[config.mk]
export PLATFORM = sky130hd
export DESIGN_NAME = random_slot_bitmap_allocator_unit
export DESIGN_NICKNAME = d
export VERILOG_FILES = /design/src/rsba_pkg.sv /design/src/rsba_ctrl.sv /design/src/rsba_dpath.sv /design/src/random_slot_bitmap_allocator_unit.sv
export VERILOG_INCLUDE_DIRS = /design/src /design/src/src
export SDC_FILE = /design/constraint.sdc
export NUM_CORES = 1
export LEC_CHECK = 0
export BUFFER_PORTS_ARGS = -buffer_cell sky130_fd_sc_hd__buf_2
export CAP_MARGIN = 20
export CORE_AREA = 5 5 87 169
export CTS_CLUSTER_DIAMETER = 80
export DETAILED_ROUTE_END_ITERATION = 7
export DIE_AREA = 0 0 92 174
export GPL_ROUTABILITY_DRIVEN = 1
export PLACE_DENSITY = 0.78
export SKIP_LAST_GASP = 1
export SYNTH_ARGS = -nofsm -noshare
export SYNTH_HDL_FRONTEND = slang
export SYNTH_SLANG_ARGS = --single-unit
export TNS_END_PERCENT = 30
[constraint.sdc]
create_clock -name clk -period 11.6 [get_ports clk]
set_input_delay 2.32 -clock clk [delete_from_list [all_inputs] [get_ports clk]]
set_output_delay 2.32 -clock clk [all_outputs]
set_load 0.005 [all_outputs]
[src/random_slot_bitmap_allocator_unit_assert.svh]
// Assertion macros for the random slot bitmap allocator.
// Included by the RTL files that carry concurrent checks; needs no package.
`ifndef RANDOM_SLOT_BITMAP_ALLOCATOR_UNIT_ASSERT_SVH
`define RANDOM_SLOT_BITMAP_ALLOCATOR_UNIT_ASSERT_SVH

`ifndef SYNTHESIS
// Same-cycle implication, disabled while in reset
`define RSBA_ASSERT_IMP(label, clk, rst_n, cond, prop) \
    label: assert property (@(posedge clk) disable iff (!rst_n) (cond) |-> (prop)) \
        else $error("rsba check failed");
// Next-cycle implication, disabled while in reset
`define RSBA_ASSERT_NXT(label, clk, rst_n, cond, prop) \
    label: assert property (@(posedge clk) disable iff (!rst_n) (cond) |=> (prop)) \
        else $error("rsba check failed");
`else
`define RSBA_ASSERT_IMP(label, clk, rst_n, cond, prop)
`define RSBA_ASSERT_NXT(label, clk, rst_n, cond, prop)
`endif

`endif

[src/rsba_pkg.sv]
// Shared types and constants of the random slot bitmap allocator.
// No dependencies; used by the controller, the datapath and the top level.
package rsba_pkg;

    // Slots examined per search cycle
    localparam int GRP_SIZE = 4;
    localparam int POS_W = 2;

    // Modulo: 32-bit draw consumed four bits a cycle
    localparam int RAND_W = 32;
    localparam int DIV_BITS = 4;
    localparam int DIV_STEPS = RAND_W / DIV_BITS;
    localparam int DIV_STEP_W = $clog2(DIV_STEPS);

    localparam logic [RAND_W-1:0] LFSR_TAPS = 32'hD000_0001;

    typedef enum logic [1:0] {
        STATUS_OK      = 2'd0,
        STATUS_NONE    = 2'd1,
        STATUS_DBLFREE = 2'd2
    } status_t;

    typedef struct packed {
        logic alloc_none;
        logic free_slot;
        logic alloc_begin;
        logic div_step;
        logic srch_step;
    } rsba_cmd_t;

    typedef struct packed {
        logic avail_zero;
        logic found;
    } rsba_stat_t;

endpackage

[src/rsba_ctrl.sv]
// Controller of the random slot bitmap allocator: sequences modulo and search.
// Depends on rsba_pkg for the command and status structs.
module rsba_ctrl (
    input  logic                clk,
    input  logic                rst_n,
    input  logic                start,
    input  logic                req_type,
    input  rsba_pkg::rsba_stat_t stat,
    output rsba_pkg::rsba_cmd_t  cmd,
    output logic                busy,
    output logic                done
);
    import rsba_pkg::*;

    typedef enum logic [3:0] {
        ST_IDLE = 4'b0001,
        ST_DIV  = 4'b0010,
        ST_SRCH = 4'b0100,
        ST_RESP = 4'b1000
    } state_t;

    state_t                  state_reg, state_next;
    logic [DIV_STEP_W-1:0]   step_reg, step_next;

    always_comb
    begin
        state_next = state_reg;
        step_next  = step_reg;
        cmd        = '0;
        unique case (state_reg)
            ST_IDLE:
            begin
                if (start)
                begin
                    if (req_type)
                    begin
                        cmd.free_slot = 1'b1;
                        state_next    = ST_RESP;
                    end
                    else if (stat.avail_zero)
                    begin
                        cmd.alloc_none = 1'b1;
                        state_next     = ST_RESP;
                    end
                    else
                    begin
                        cmd.alloc_begin = 1'b1;
                        step_next       = '0;
                        state_next      = ST_DIV;
                    end
                end
            end
            ST_DIV:
            begin
                cmd.div_step = 1'b1;
                step_next    = step_reg + 1'b1;
                if (step_reg == DIV_STEP_W'(DIV_STEPS - 1))
                    state_next = ST_SRCH;
            end
            ST_SRCH:
            begin
                cmd.srch_step = 1'b1;
                if (stat.found)
                    state_next = ST_RESP;
            end
            ST_RESP:
            begin
                state_next = ST_IDLE;
            end
            default:
            begin
                state_next = ST_IDLE;
            end
        endcase
    end

    always_ff @(posedge clk or negedge rst_n)
    begin
        if (!rst_n)
        begin
            state_reg <= ST_IDLE;
            step_reg  <= '0;
        end
        else
        begin
            state_reg <= state_next;
            step_reg  <= step_next;
        end
    end

    assign busy = (state_reg != ST_IDLE);
    assign done = (state_reg == ST_RESP);

endmodule

[src/rsba_dpath.sv]
// Datapath of the random slot bitmap allocator: free map, LFSR, modulo, search.
// Depends on rsba_pkg; driven by rsba_ctrl commands.
module rsba_dpath #(
    parameter int SLOT_COUNT = 32
) (
    input  logic                 clk,
    input  logic                 rst_n,
    input  rsba_pkg::rsba_cmd_t  cmd,
    output rsba_pkg::rsba_stat_t stat,
    input  logic [4:0]           slot_index,
    input  logic                 seed_we,
    input  logic [31:0]          seed_data,
    output logic                 granted,
    output logic [4:0]           granted_slot,
    output logic [1:0]           status,
    output logic [5:0]           free_count
);
    import rsba_pkg::*;

    localparam int GROUPS   = (SLOT_COUNT + GRP_SIZE - 1) / GRP_SIZE;
    localparam int GRP_W    = (GROUPS > 1) ? $clog2(GROUPS) : 1;
    localparam int PAD_BITS = (2 ** GRP_W) * GRP_SIZE;

    logic [SLOT_COUNT-1:0] free_map_reg, free_map_next;
    logic [RAND_W-1:0]     rand_reg, rand_next;
    logic [RAND_W-1:0]     div_reg, div_next;
    logic [4:0]            k_reg, k_next;
    logic [GRP_W-1:0]      grp_reg, grp_next;
    logic [5:0]            count_reg, count_next;
    logic                  granted_reg, granted_next;
    logic [4:0]            slot_reg, slot_next;
    status_t               status_reg, status_next;

    logic [31:0]           map32;
    logic [PAD_BITS-1:0]   map_pad;
    logic [RAND_W-1:0]     rand_adv;
    logic [4:0]            k_div;
    logic [RAND_W-1:0]     div_shift;
    logic [GRP_SIZE-1:0]   grp_bits;
    logic [2:0]            grp_pop;
    logic [POS_W-1:0]      grp_pos;
    logic                  found;
    logic [4:0]            found_slot;
    logic                  in_range;
    logic                  already_free;

    function automatic logic [RAND_W-1:0] lfsr_next(input logic [RAND_W-1:0] s);
        logic [RAND_W-1:0] r;
        r = s >> 1;
        if (s[0])
            r = r ^ LFSR_TAPS;
        return r;
    endfunction

    assign map32    = 32'(free_map_reg);
    assign map_pad  = PAD_BITS'(free_map_reg);
    assign rand_adv = lfsr_next(rand_reg);

    // Restoring remainder, four dividend bits per cycle, MSB first
    always_comb
    begin
        logic [5:0] tmp;
        k_div     = k_reg;
        div_shift = div_reg;
        for (int i = 0; i < DIV_BITS; i++)
        begin
            tmp       = {k_div, div_shift[RAND_W-1]};
            div_shift = div_shift << 1;
            if (tmp >= count_reg)
                tmp = tmp - count_reg;
            k_div = tmp[4:0];
        end
    end

    // One group of slots per cycle: skip it or pick the k-th free bit inside
    always_comb
    begin
        logic [2:0] seen;
        logic       hit;
        grp_bits = map_pad[grp_reg * GRP_SIZE +: GRP_SIZE];
        grp_pop  = '0;
        for (int i = 0; i < GRP_SIZE; i++)
            grp_pop = grp_pop + 3'(grp_bits[i]);
        found   = (k_reg < 5'(grp_pop));
        grp_pos = '0;
        seen    = '0;
        hit     = 1'b0;
        for (int j = 0; j < GRP_SIZE; j++)
        begin
            if (grp_bits[j] && !hit)
            begin
                if (seen == 3'(k_reg[POS_W-1:0]))
                begin
                    grp_pos = POS_W'(j);
                    hit     = 1'b1;
                end
                seen = seen + 1'b1;
            end
        end
    end

    assign found_slot   = 5'({grp_reg, grp_pos});
    assign in_range     = ({1'b0, slot_index} < 6'(SLOT_COUNT));
    assign already_free = map32[slot_index];

    always_comb
    begin
        free_map_next = free_map_reg;
        rand_next     = rand_reg;
        div_next      = div_reg;
        k_next        = k_reg;
        grp_next      = grp_reg;
        count_next    = count_reg;
        granted_next  = granted_reg;
        slot_next     = slot_reg;
        status_next   = status_reg;

        if (seed_we)
            rand_next = (seed_data == '0) ? RAND_W'(1) : seed_data;

        if (cmd.alloc_none)
        begin
            granted_next = 1'b0;
            slot_next    = '0;
            status_next  = STATUS_NONE;
        end

        if (cmd.free_slot)
        begin
            granted_next  = 1'b0;
            slot_next     = '0;
            status_next   = already_free ? STATUS_DBLFREE : STATUS_OK;
            free_map_next = SLOT_COUNT'(map32 | (32'd1 << slot_index));
            if (in_range && !already_free)
                count_next = count_reg + 1'b1;
        end

        if (cmd.alloc_begin)
        begin
            rand_next = rand_adv;
            div_next  = rand_adv;
            k_next    = '0;
            grp_next  = '0;
        end

        if (cmd.div_step)
        begin
            div_next = div_shift;
            k_next   = k_div;
        end

        if (cmd.srch_step)
        begin
            if (found)
            begin
                free_map_next = SLOT_COUNT'(map32 & ~(32'd1 << found_slot));
                count_next    = count_reg - 1'b1;
                granted_next  = 1'b1;
                slot_next     = found_slot;
                status_next   = STATUS_OK;
            end
            else
            begin
                k_next   = k_reg - 5'(grp_pop);
                grp_next = grp_reg + 1'b1;
            end
        end
    end

    always_ff @(posedge clk or negedge rst_n)
    begin
        if (!rst_n)
        begin
            free_map_reg <= '1;
            rand_reg     <= RAND_W'(1);
            count_reg    <= 6'(SLOT_COUNT);
            granted_reg  <= 1'b0;
            slot_reg     <= '0;
            status_reg   <= STATUS_OK;
        end
        else
        begin
            free_map_reg <= free_map_next;
            rand_reg     <= rand_next;
            count_reg    <= count_next;
            granted_reg  <= granted_next;
            slot_reg     <= slot_next;
            status_reg   <= status_next;
        end
    end

    // Working registers of the modulo and search; no reset needed
    always_ff @(posedge clk)
    begin
        div_reg <= div_next;
        k_reg   <= k_next;
        grp_reg <= grp_next;
    end

    assign stat.avail_zero = (count_reg == '0);
    assign stat.found      = found;

    assign granted      = granted_reg;
    assign granted_slot = slot_reg;
    assign status       = status_reg;
    assign free_count   = count_reg;

endmodule

[src/random_slot_bitmap_allocator_unit.sv]
// Random slot bitmap allocator, top level: controller plus datapath.
// Depends on rsba_pkg, rsba_ctrl, rsba_dpath and the assertion macro header.
//
// Usage: a request word (req_type, slot_index) is taken at a clock edge where
// start is high and busy is low. req_type 0 allocates a random free slot,
// req_type 1 frees slot_index. Each request gives one result word on granted,
// granted_slot, status and free_count, marked by done for exactly one cycle;
// the receiver must take it then, it cannot stall the block.
// Free requests and allocations with no slot free show done in the cycle
// after acceptance.
// An allocation steps the LFSR, runs the modulo (four dividend bits per
// cycle through one 6-bit compare-subtract chain), searches the free map
// (four slots per cycle) and then enters the result cycle.
// The seed is to be written with seed_we/seed_data only while idle (the
// block itself does not enforce this); it loads the LFSR at once (a zero
// seed loads 1).
// Reset marks every slot free, loads the LFSR with 1 and leaves the block idle.
module random_slot_bitmap_allocator_unit #(
    parameter int SLOT_COUNT = 32
) (
    input  logic        clk,
    input  logic        rst_n,
    input  logic        start,
    output logic        busy,
    input  logic        req_type,
    input  logic [4:0]  slot_index,
    input  logic        seed_we,
    input  logic [31:0] seed_data,
    output logic        done,
    output logic        granted,
    output logic [4:0]  granted_slot,
    output logic [1:0]  status,
    output logic [5:0]  free_count
);
    import rsba_pkg::*;

`include "random_slot_bitmap_allocator_unit_assert.svh"

    rsba_cmd_t  cmd;
    rsba_stat_t stat;

    rsba_ctrl u_ctrl (
        .clk      (clk),
        .rst_n    (rst_n),
        .start    (start),
        .req_type (req_type),
        .stat     (stat),
        .cmd      (cmd),
        .busy     (busy),
        .done     (done)
    );

    rsba_dpath #(
        .SLOT_COUNT (SLOT_COUNT)
    ) u_dpath (
        .clk          (clk),
        .rst_n        (rst_n),
        .cmd          (cmd),
        .stat         (stat),
        .slot_index   (slot_index),
        .seed_we      (seed_we),
        .seed_data    (seed_data),
        .granted      (granted),
        .granted_slot (granted_slot),
        .status       (status),
        .free_count   (free_count)
    );

    // A grant always reports ok and a refusal never names a slot
    `RSBA_ASSERT_IMP(a_grant_ok, clk, rst_n, done && granted, status == STATUS_OK)
    `RSBA_ASSERT_IMP(a_nogrant_slot0, clk, rst_n, done && !granted, granted_slot == '0)
    // Free count never exceeds the slot count
    `RSBA_ASSERT_IMP(a_count_range, clk, rst_n, 1'b1, free_count <= 6'(SLOT_COUNT))
    // An accepted request holds the block busy, and done lasts one cycle
    `RSBA_ASSERT_NXT(a_accept_busy, clk, rst_n, start && !busy, busy)
    `RSBA_ASSERT_NXT(a_done_pulse, clk, rst_n, done, !done && !busy)

endmodule
# Yosys cells after proc, flatten, opt, wreduce, memory -nomap -nowiden
# Cells that the tools add are included.
# op_classes
n_addsub,14
magnitude_cmp,6
eq_ne,14
n_shift,3
n_mux,73
bitwise_logic,4
n_reduce_logical,14
# op_table
cell,count
32-bit two-way mux,9
"1-bit by 5-bit << shifter with 32-bit output, first input constant",2
5-bit two-way mux,12
32-bit bitwise AND,1
32-bit zero test,1
32-bit NOT,1
32-bit OR,1
32-bit by 6-bit variable part select with 4-bit output,1
3-bit two-way mux,10
6-bit >= comparator,4
6-bit two-way mux,4
1-bit two-way mux,20
2-bit two-way mux,10
4-bit two-way mux,5
5-bit subtractor,4
4-bit case mux with 3 select lines,1
"3-bit by 1-bit adder with 3-bit output, second input constant",3
3-bit by 1-bit adder with 3-bit output,2
"6-bit by 1-bit adder with 6-bit output, second input constant",1
3-bit by 2-bit == test with 1-bit output,2
6-bit zero test,1
"5-bit by 6-bit < comparator with 1-bit output, second input constant",1
"2-bit != test, second input constant",3
3-bit case mux with 2 select lines,1
21 further kinds,28
# totals
reg_bits,125
word_cells,140

# Logic depth before layout (Yosys ltp)
# Gate-level depths: netlist (run 1).
# depth
ltp_word,17
depth_mapped,33
mapped_depth_nobuf,32

# Modules after synthesis
# A second synthesis (run 1) with hierarchy kept.
# unflattened
cells_unflattened,780
hier_area_um2,7636.1
# modules_own_cells
mod,n_inst,cells_each,area_per_inst_um2,seq_area_each_um2
rsba_dpath,1,739,7205.7,3075.4
rsba_ctrl,1,41,430.4,176.4

# Worst setup path after synthesis (run 1)
# No wires, ideal clock.
# synth_path
path_kind,reg2reg
startpoint,"reg u_dpath.count_reg[1], in the netlist u_dpath.free_count[1]"
endpoint,reg u_dpath.k_reg[1]
setup_time_ps,74
arrival_time_ps,6449
t_required_ps,11526
setup_slack_ps,5077
path_stages_with_launch,30
period_less_slack_ps,6523
path_cell_list,dfrtp_1 inv_1 fa_1 a21o_1 a21oi_1 o21ai_0 a21oi_1 mux2i_1 inv_1 fa_1 nor2b_1 o21ai_0 nand4b_1 nand2_1 inv_1 mux2_2 ha_1 nor3_1 nor2_1 and2_1 clkbuf_1 a21oi_1 fa_1 a21o_1 a21o_1 a21oi_1 o21ai_1 a211o_1 a21o_1 a31oi_1
# synth_via
elab_chain_cells,11
word_cells_on_any_way,21
# synth_rtl
item,line_no,rtl
from (decl),rsba_dpath.sv:29,"logic [5:0] count_reg, count_next;"
from (signal assigned),rsba_dpath.sv:176,count_reg <= 6'(SLOT_COUNT);
from (signal assigned),rsba_dpath.sv:185,count_reg <= count_next;
5-bit subtractor / 6-bit >= comparator (equally long branches),"rsba_dpath.sv:70, rsba_dpath.sv:69",
5-bit two-way mux,rsba_dpath.sv:69,if (tmp >= count_reg)
5-bit subtractor / 6-bit >= comparator (equally long branches),"rsba_dpath.sv:70, rsba_dpath.sv:69",
5-bit two-way mux,rsba_dpath.sv:69,
5-bit subtractor / 6-bit >= comparator (equally long branches),"rsba_dpath.sv:70, rsba_dpath.sv:69",
5-bit two-way mux,rsba_dpath.sv:69,
6-bit >= comparator / 5-bit subtractor (equally long branches),"rsba_dpath.sv:69, rsba_dpath.sv:70",
5-bit two-way mux,rsba_dpath.sv:69,
5-bit two-way mux (*),rsba_dpath.sv:146,if (cmd.div_step)
5-bit two-way mux,rsba_dpath.sv:154,if (found)
5-bit two-way mux (*),rsba_dpath.sv:152,if (cmd.srch_step)
named net u_dpath.k_next[1],rsba_dpath.sv:27,"logic [4:0] k_reg, k_next;"
to (signal assigned),rsba_dpath.sv:196,k_reg <= k_next;
to (decl),rsba_dpath.sv:27,
# Mark *: on every way through the listed nets, which the timed path passes. The rest lies on a longest branch.
# A chain may end at the register's enable or synchronous reset.

# Worst setup path in the final report (run 1)
# layout_path
startpoint,"reg u_dpath.count_reg[1], in the netlist u_dpath.free_count[1]"
endpoint,reg u_dpath.k_reg[2]
# The elaborated chain is that of the path after synthesis.

==> results.toml, run 1 <==
[sta]
final-hold-violation-count = 0
worst_slew_margin_pct = 29.4
timing.final.crit_period_ns = 7.58
setup_repair_after_global_routing_missed_its_margin = "no"
fin_tns_setup_ns = 0
final_min_period_over_clock_period_pct = 65.3
final-setup-viol-count = 0
least_margin_pin_slew_ns = 1.05
clock.fmax_ghz = 0.132
maxSlewViolCount = 0
timing.clock.skew_ns = 0.0110

[yosys]
synth-async-reset-ratio_pct = 68.0
synthesized_area_fraction_occupied_by_adder_cells_pct = 7.42
seq_area_frac_synth_pct = 42.3
post_synth_main_area_contributors = "sky130_fd_sc_hd__dfrtp_1 (16%), sky130_fd_sc_hd__dfstp_2 (12%), sky130_fd_sc_hd__edfxtp_1 (11%)"
post-synth-top-area-fraction_pct = 16.3
synth_flop_cell = "sky130_fd_sc_hd__dfrtp_1"
synth_xor_xnor_area_share_pct = 2.39
syn_nets = 868
synth.most_common_cell = "sky130_fd_sc_hd__nand2_1"
netlist_top_cells_count = "sky130_fd_sc_hd__nand2_1 (131), sky130_fd_sc_hd__o21ai_0 (68), sky130_fd_sc_hd__a21oi_1 (54)"
yosysWarningCount = 0
synth_cells = 784
synth_edf_count = 28
mapped_cell_area_sq_mm = 0.00769
synthSimpleGateAreaFrac_pct = 17.4
yosys.cell_types.count = 76
yosys-mux-area-fraction_pct = 11.9
mean_instance_size_in_the_synthesized_netlist_sq_um = 9.81
synth_top_area_cell = "sky130_fd_sc_hd__dfrtp_1"
synth_compound_gate_area_share_pct = 14.4
synth_top_family_by_area = "simple AND/OR/NAND/NOR gates"
yosys_register_bits = 125

[clock_network]
htree_num_levels = 4
post_cts.repair.setup_buffers = 0
cts_tree = "yes"
cts_sinks = 125
cts.clk_slew.worst_paths_ns = 0.06
cts_buffers = 17
clockBufferDepth = 2
clockRootBuffer = "sky130_fd_sc_hd__clkbuf_16"
worstSkewPairLatency_ns = 0.42
cts-hold-fix-buffers = 0
cts_repair_resize_count = 0

[flow_run]
max-cap-violations = 0

[grt]
groute.usage.overall_pct = 25.9
gr-total-overflow = 0
pin_count_of_the_biggest_net_entering_global_routing = 69
global_route_wire_length_before_repair_um = 32600
via_count_of_the_first_global_routing_pass = 6569
grt_antenna_before_repair = 0

[setup_path]
critPathLaunchType = "flop"
worstPathArrival_ns = 7.92
crit_path_end_kind = "flop"
timing.reg2reg.setup_slack_ns = 4.02
cp_slowest_cell = "sky130_fd_sc_hd__dfrtp_1"
critPathMaxStageDelay_ns = 0.59
critical_path_required_ns = 11.94
critical_path_class = "flop to flop"
critical_path.max_fanout = 9

[floorplan]
io-pin-count = 58
start_util_pct = 57.5
num_rows = 60
die_h_um = 174
core_area_sq_mm = 0.0134
design.die.area_sq_mm = 0.0160
floorplan.die.width_um = 92

[cells_and_area]
multi_input_comb_area_sq_mm = 0.00414
regArea_sq_mm = 0.00325
nets = 913
areaGrowthSynthToFinish_pct = 12.4
number_of_fillers_in_the_final_layout = 1077
antenna_cells = 0
post_route_cells_drive_above_1_share_pct = 20.9

[drt]
vias = 6403
wl_per_cell_um = 20.0
drc_errors = 0
drtIter0Drc = 471
routed_via_count_divided_by_cell_count = 6.42
postRouteAntennaNets = 0
drtPass1Iterations = 8
wirelength_um = 20000

[placed_design]
place_hpwl_um = 14800
globalplace.congestion = 0.919
place.port_buffers = 57

[worst_hold_path]
type_of_the_tightest_min_delay_check = "flop to flop"

[status]
run_status = "finished, final reports clean"
==> per-layer routing <==
metal / vias up / track usage [%] / wire (um)
met5: - / 0 / 0
met4: 0 / 15.7 / 1140
met3: 89 / 4.42 / 913
met2: 264 / 47.8 / 11200
met1: 3115 / 26.5 / 6740
li1: 2935 / - / -
==> per-stage QoR <==
step	instance area [sq um]	util, %	setup WS, ns	hold WS (ns)	std cells
4_1_cts	8610	64.5	4.09	0.469	996
2_1_floorplan	7690	-	5.08	0.434	784
3_5_place_dp	8050	60.2	4.15	0.461	964
6_report	8640	64.7	4.02	0.467	997
3_3_place_gp	8050	60.2	4.45	0.454	964
5_1_grt	8640	64.7	3.36	0.487	997
==> logic make-up after synthesis <==
logic type               Yosys count
XOR/XNOR                          21
flip-flops                       125
buffers and inverters             75
AO/OA/AOI/OAI                    183
multiplexers                      65
AND/OR/NAND/NOR                  273
adder cells (fa/ha/maj)           42
==> worst max-delay path, delay by kind of cell (launching register included) <==
kind,cells,cell delay [ns]
simple gates,7,1.17
mux,2,0.79
flops,1,0.59
fa+ha+maj,4,1.61
buf+inv,4,0.73
compound gates,12,2.61
==> final timing paths <==
| path | from | endpoint | cells past startpoint |
|---|---|---|---|
| worst min register to register | u_dpath.div_reg[3] | u_dpath.div_reg[3] | 2 |
| max in group asynchronous | rst_n | u_dpath.rand_reg[23] | 2 |
| min in group asynchronous | rst_n | u_dpath.free_count[2] | 1 |
| worst max register to register | u_dpath.free_count[1] | u_dpath.k_reg[2] | 29 |
| worst max-delay path | u_dpath.free_count[1] | u_dpath.k_reg[2] | 29 |
| worst min-delay path | u_dpath.div_reg[3] | u_dpath.div_reg[3] | 2 |
==> cells in the final DEF (no fill, tap or decap), types with 4 or more instances in the layout <==
cell type	netlist	layout
sky130_fd_sc_hd__inv_6	0	5
sky130_fd_sc_hd__nor2b_1	8	8
sky130_fd_sc_hd__a31oi_1	10	10
sky130_fd_sc_hd__nor4b_1	5	4
sky130_fd_sc_hd__nor3_1	8	8
sky130_fd_sc_hd__mux2_2	8	8
sky130_fd_sc_hd__nand4_1	5	5
sky130_fd_sc_hd__dfrtp_1	50	50
sky130_fd_sc_hd__inv_8	0	6
sky130_fd_sc_hd__nor2_1	42	41
sky130_fd_sc_hd__dfstp_2	35	35
sky130_fd_sc_hd__o22a_1	4	4
sky130_fd_sc_hd__clkbuf_16	0	17
sky130_fd_sc_hd__dfxtp_1	12	12
sky130_fd_sc_hd__xnor2_1	17	17
sky130_fd_sc_hd__mux2i_1	37	37
sky130_fd_sc_hd__a21o_1	9	9
sky130_fd_sc_hd__and2_1	4	4
sky130_fd_sc_hd__o211ai_1	5	5
sky130_fd_sc_hd__fa_1	6	6
sky130_fd_sc_hd__nor4_1	10	10
sky130_fd_sc_hd__ha_1	36	36
sky130_fd_sc_hd__a21oi_1	54	54
sky130_fd_sc_hd__o21ai_0	68	68
sky130_fd_sc_hd__buf_4	1	6
sky130_fd_sc_hd__nand2b_1	7	7
sky130_fd_sc_hd__inv_1	36	36
sky130_fd_sc_hd__edfxtp_1	28	28
sky130_fd_sc_hd__mux4_2	12	12
sky130_fd_sc_hd__nand3_1	20	20
sky130_fd_sc_hd__o31ai_1	4	4
sky130_fd_sc_hd__nand2_1	131	131
sky130_fd_sc_hd__mux4_1	6	6
sky130_fd_sc_hd__buf_2	2	56
sky130_fd_sc_hd__or3_1	4	4
sky130_fd_sc_hd__a31o_2	4	4
sky130_fd_sc_hd__xor2_1	4	4
==> cell type report <==
class / instances / share of cell area, %
flip-flops and latches: 125 / 37.6
clock inverters: 15 / 1.62
multi-input cells: 584 / 47.9
repair buffers: 63 / 4.08
inverters: 38 / 1.65
well taps: 155 / 2.24
clock buffers: 17 / 4.92
Power of run 1 is left out: the tool's default activity adds up to more than one toggle a clock period on the data nets, which glitch-free logic cannot reach.
==> run 2: changes to the inputs <==
--- a/config.mk
+++ b/config.mk
@@ -6,14 +6,15 @@
 export SDC_FILE = /design/constraint.sdc
 export NUM_CORES = 1
 export LEC_CHECK = 0
+export ABC_AREA = 1
 export BUFFER_PORTS_ARGS = -buffer_cell sky130_fd_sc_hd__buf_2
 export CAP_MARGIN = 20
-export CORE_AREA = 5 5 87 169
+export CORE_AREA = 5 5 91 178
 export CTS_CLUSTER_DIAMETER = 80
 export DETAILED_ROUTE_END_ITERATION = 7
-export DIE_AREA = 0 0 92 174
+export DIE_AREA = 0 0 96 183
 export GPL_ROUTABILITY_DRIVEN = 1
-export PLACE_DENSITY = 0.78
+export PLACE_DENSITY = 0.75
 export SKIP_LAST_GASP = 1
 export SYNTH_ARGS = -nofsm -noshare
 export SYNTH_HDL_FRONTEND = slang
==> constraint.sdc (replaced) <==
create_clock -name clk -period 6.51 [get_ports clk]
set_input_delay 1.302 -clock clk [delete_from_list [all_inputs] [get_ports clk]]
set_output_delay 1.302 -clock clk [all_outputs]
set_load 0.005 [all_outputs]
==> run 2 against run 1 <==
Net effect: fmax grew 27%; die area grew 9.7%; sequential share of layout area shrank 1.3 points; hold slack gained 0.0074 ns; clock skew shrank 0.00078 ns; critical path type unchanged; critical endpoint unchanged.
==> results.toml, run 2 <==
[status]
run_status = "finished, final reports clean"

[grt]
pin_count_of_the_biggest_net_entering_global_routing = 58
global_route_wire_length_before_repair_um = 34900
gr-total-overflow = 0
grt_antenna_before_repair = 0
via_count_of_the_first_global_routing_pass = 7185
groute.usage.overall_pct = 25.1

[cells_and_area]
antenna_cells = 0
nets = 1141
final_common_cell = "sky130_fd_sc_hd__nand2_1"
post_route_cells_drive_above_1_share_pct = 16.8
areaGrowthSynthToFinish_pct = 14.1
final_cell_mix = "sky130_fd_sc_hd__nand2_1 (246), sky130_fd_sc_hd__nand3_1 (119), sky130_fd_sc_hd__inv_1 (96)"
final_util_pct = 61.1

[sta]
final_min_period_over_clock_period_pct = 91.7
maxSlewViolCount = 0
fin_tns_setup_ns = 0
clock.fmax_ghz = 0.168
worst_slew_margin_pct = 39.2
timing.clock.skew_ns = 0.0102
least_margin_pin_slew_ns = 0.911
timing.final.crit_period_ns = 5.97
final-hold-violation-count = 0
final-setup-viol-count = 0
setup_repair_after_global_routing_missed_its_margin = "no"

[setup_path]
critPathLaunchType = "flop"
cp_slowest_cell = "sky130_fd_sc_hd__fa_1"
critical_path_required_ns = 6.85
critical_path.max_fanout = 10
critical_path_class = "flop to flop"
timing.reg2reg.setup_slack_ns = 0.54
worstPathArrival_ns = 6.31
critPathMaxStageDelay_ns = 0.44
crit_path_end_kind = "flop"
cpMostUsedCell = "sky130_fd_sc_hd__nand2_1"

[clock_network]
cts.clk_slew.worst_paths_ns = 0.06
cts-hold-fix-buffers = 0
cts_sinks = 125
clockRootBuffer = "sky130_fd_sc_hd__clkbuf_16"
cts_buffers = 17
cts_tree = "yes"
worstSkewPairLatency_ns = 0.42
clockBufferDepth = 2
htree_num_levels = 4

[drt]
routed_via_count_divided_by_cell_count = 5.82
drc_errors = 0
drtPass1Iterations = 5
postRouteAntennaNets = 0
wirelength_um = 20900
drtIter0Drc = 664
vias = 7365
wl_per_cell_um = 16.5

[yosys]
yosys.cell_types.count = 49
yosys_register_bits = 125
post_synth_main_area_contributors = "sky130_fd_sc_hd__dfrtp_1 (16%), sky130_fd_sc_hd__nand2_1 (12%), sky130_fd_sc_hd__dfstp_2 (12%)"
synth_top_area_cell = "sky130_fd_sc_hd__dfrtp_1"
synth.most_common_cell = "sky130_fd_sc_hd__nand2_1"
seq_area_frac_synth_pct = 41.4
yosysWarningCount = 0
synth-async-reset-ratio_pct = 68.0
mapped_cell_area_sq_mm = 0.00786
syn_nets = 1093
netlist_top_cells_count = "sky130_fd_sc_hd__nand2_1 (246), sky130_fd_sc_hd__nand3_1 (120), sky130_fd_sc_hd__inv_1 (98)"
synth_flop_cell = "sky130_fd_sc_hd__dfrtp_1"
post-synth-top-area-fraction_pct = 15.9
mean_instance_size_in_the_synthesized_netlist_sq_um = 7.79
synth_edf_count = 28
synth_cells = 1009

[placed_design]
place.port_buffers = 57
globalplace.congestion = 0.945
place_hpwl_um = 14300

[floorplan]
start_util_pct = 53.6
die_h_um = 183
io-pin-count = 58
floorplan.die.width_um = 96
core_area_sq_mm = 0.0147
num_rows = 63
design.die.area_sq_mm = 0.0176

[flow_run]
max-cap-violations = 0

[worst_hold_path]
type_of_the_tightest_min_delay_check = "flop to flop"
[run 2: what timing repair did]
item | CTS | global route
endpoints found under the setup margin | 0 | 5
gates resized for setup | 0 | 12
endpoints found under the hold margin | 0 | 0
buffers inserted | 0 | 1
[run 2: layout make-up]
cell class | instances | area, sq um
Sequential cell | 125 | 3250
Clock inverter | 12 | 148
Timing Repair Buffer | 70 | 385
Clock buffer | 20 | 479
Fill cell | 1336 | 5700
Multi-Input combinational cell | 734 | 4050
Inverter | 109 | 409
Tap cell | 195 | 244
[run 2: metal layers]
| metal | track usage [%] | vias up | part of all wire, % |
|---|---|---|---|
| met5 | 0 | - | 0 |
| met4 | 9.52 | 0 | 2.3 |
| met3 | 4.39 | 46 | 6.6 |
| met2 | 39.7 | 286 | 48 |
| met1 | 33.9 | 3508 | 43 |
| li1 | - | 3525 | - |
[run 2: final timing paths]
kind                                startpoint                       to  cells after the start
max                        u_dpath.div_reg[31]         u_dpath.k_reg[2]                     36
min                            u_dpath.granted          u_dpath.granted                      2
max reg2reg                u_dpath.div_reg[31]         u_dpath.k_reg[2]                     36
min reg2reg                    u_dpath.granted          u_dpath.granted                      2
max in group asynchronous                rst_n     u_dpath.rand_reg[18]                      2
min in group asynchronous                rst_n  u_dpath.granted_slot[0]                      1
[run 2: kinds of logic after synthesis]
logic type      after synthesis  share of synthesized area, %
simple gates                479                          27.6
compound gates              192                          13.9
buf+inv                     151                          7.60
flops                       125                          41.4
fa+ha+maj                    42                          7.26
xor+xnor                     20                          2.23
[run 2: critical path: cells and delay by family, from the launching register on]
kind | cells | cell delay (ns)
compound gates | 14 | 2.41
fa+ha+maj | 5 | 1.47
simple gates | 12 | 1.17
flops | 1 | 0.41
buf+inv | 5 | 0.45
[run 2: through the flow]
stage | area, sq um | setup slack, ns | std cells | hold WS, ns
floorplan | 7860 | 0.847 | 1009 | 0.446
global placement | 8290 | 0.525 | 1231 | 0.453
detailed placement | 8290 | 0.168 | 1231 | 0.461
CTS | 8920 | 0.121 | 1263 | 0.476
global route | 8960 | 0.0197 | 1265 | 0.510
finish | 8960 | 0.541 | 1265 | 0.474
Power of run 2 is left out for the same reason.
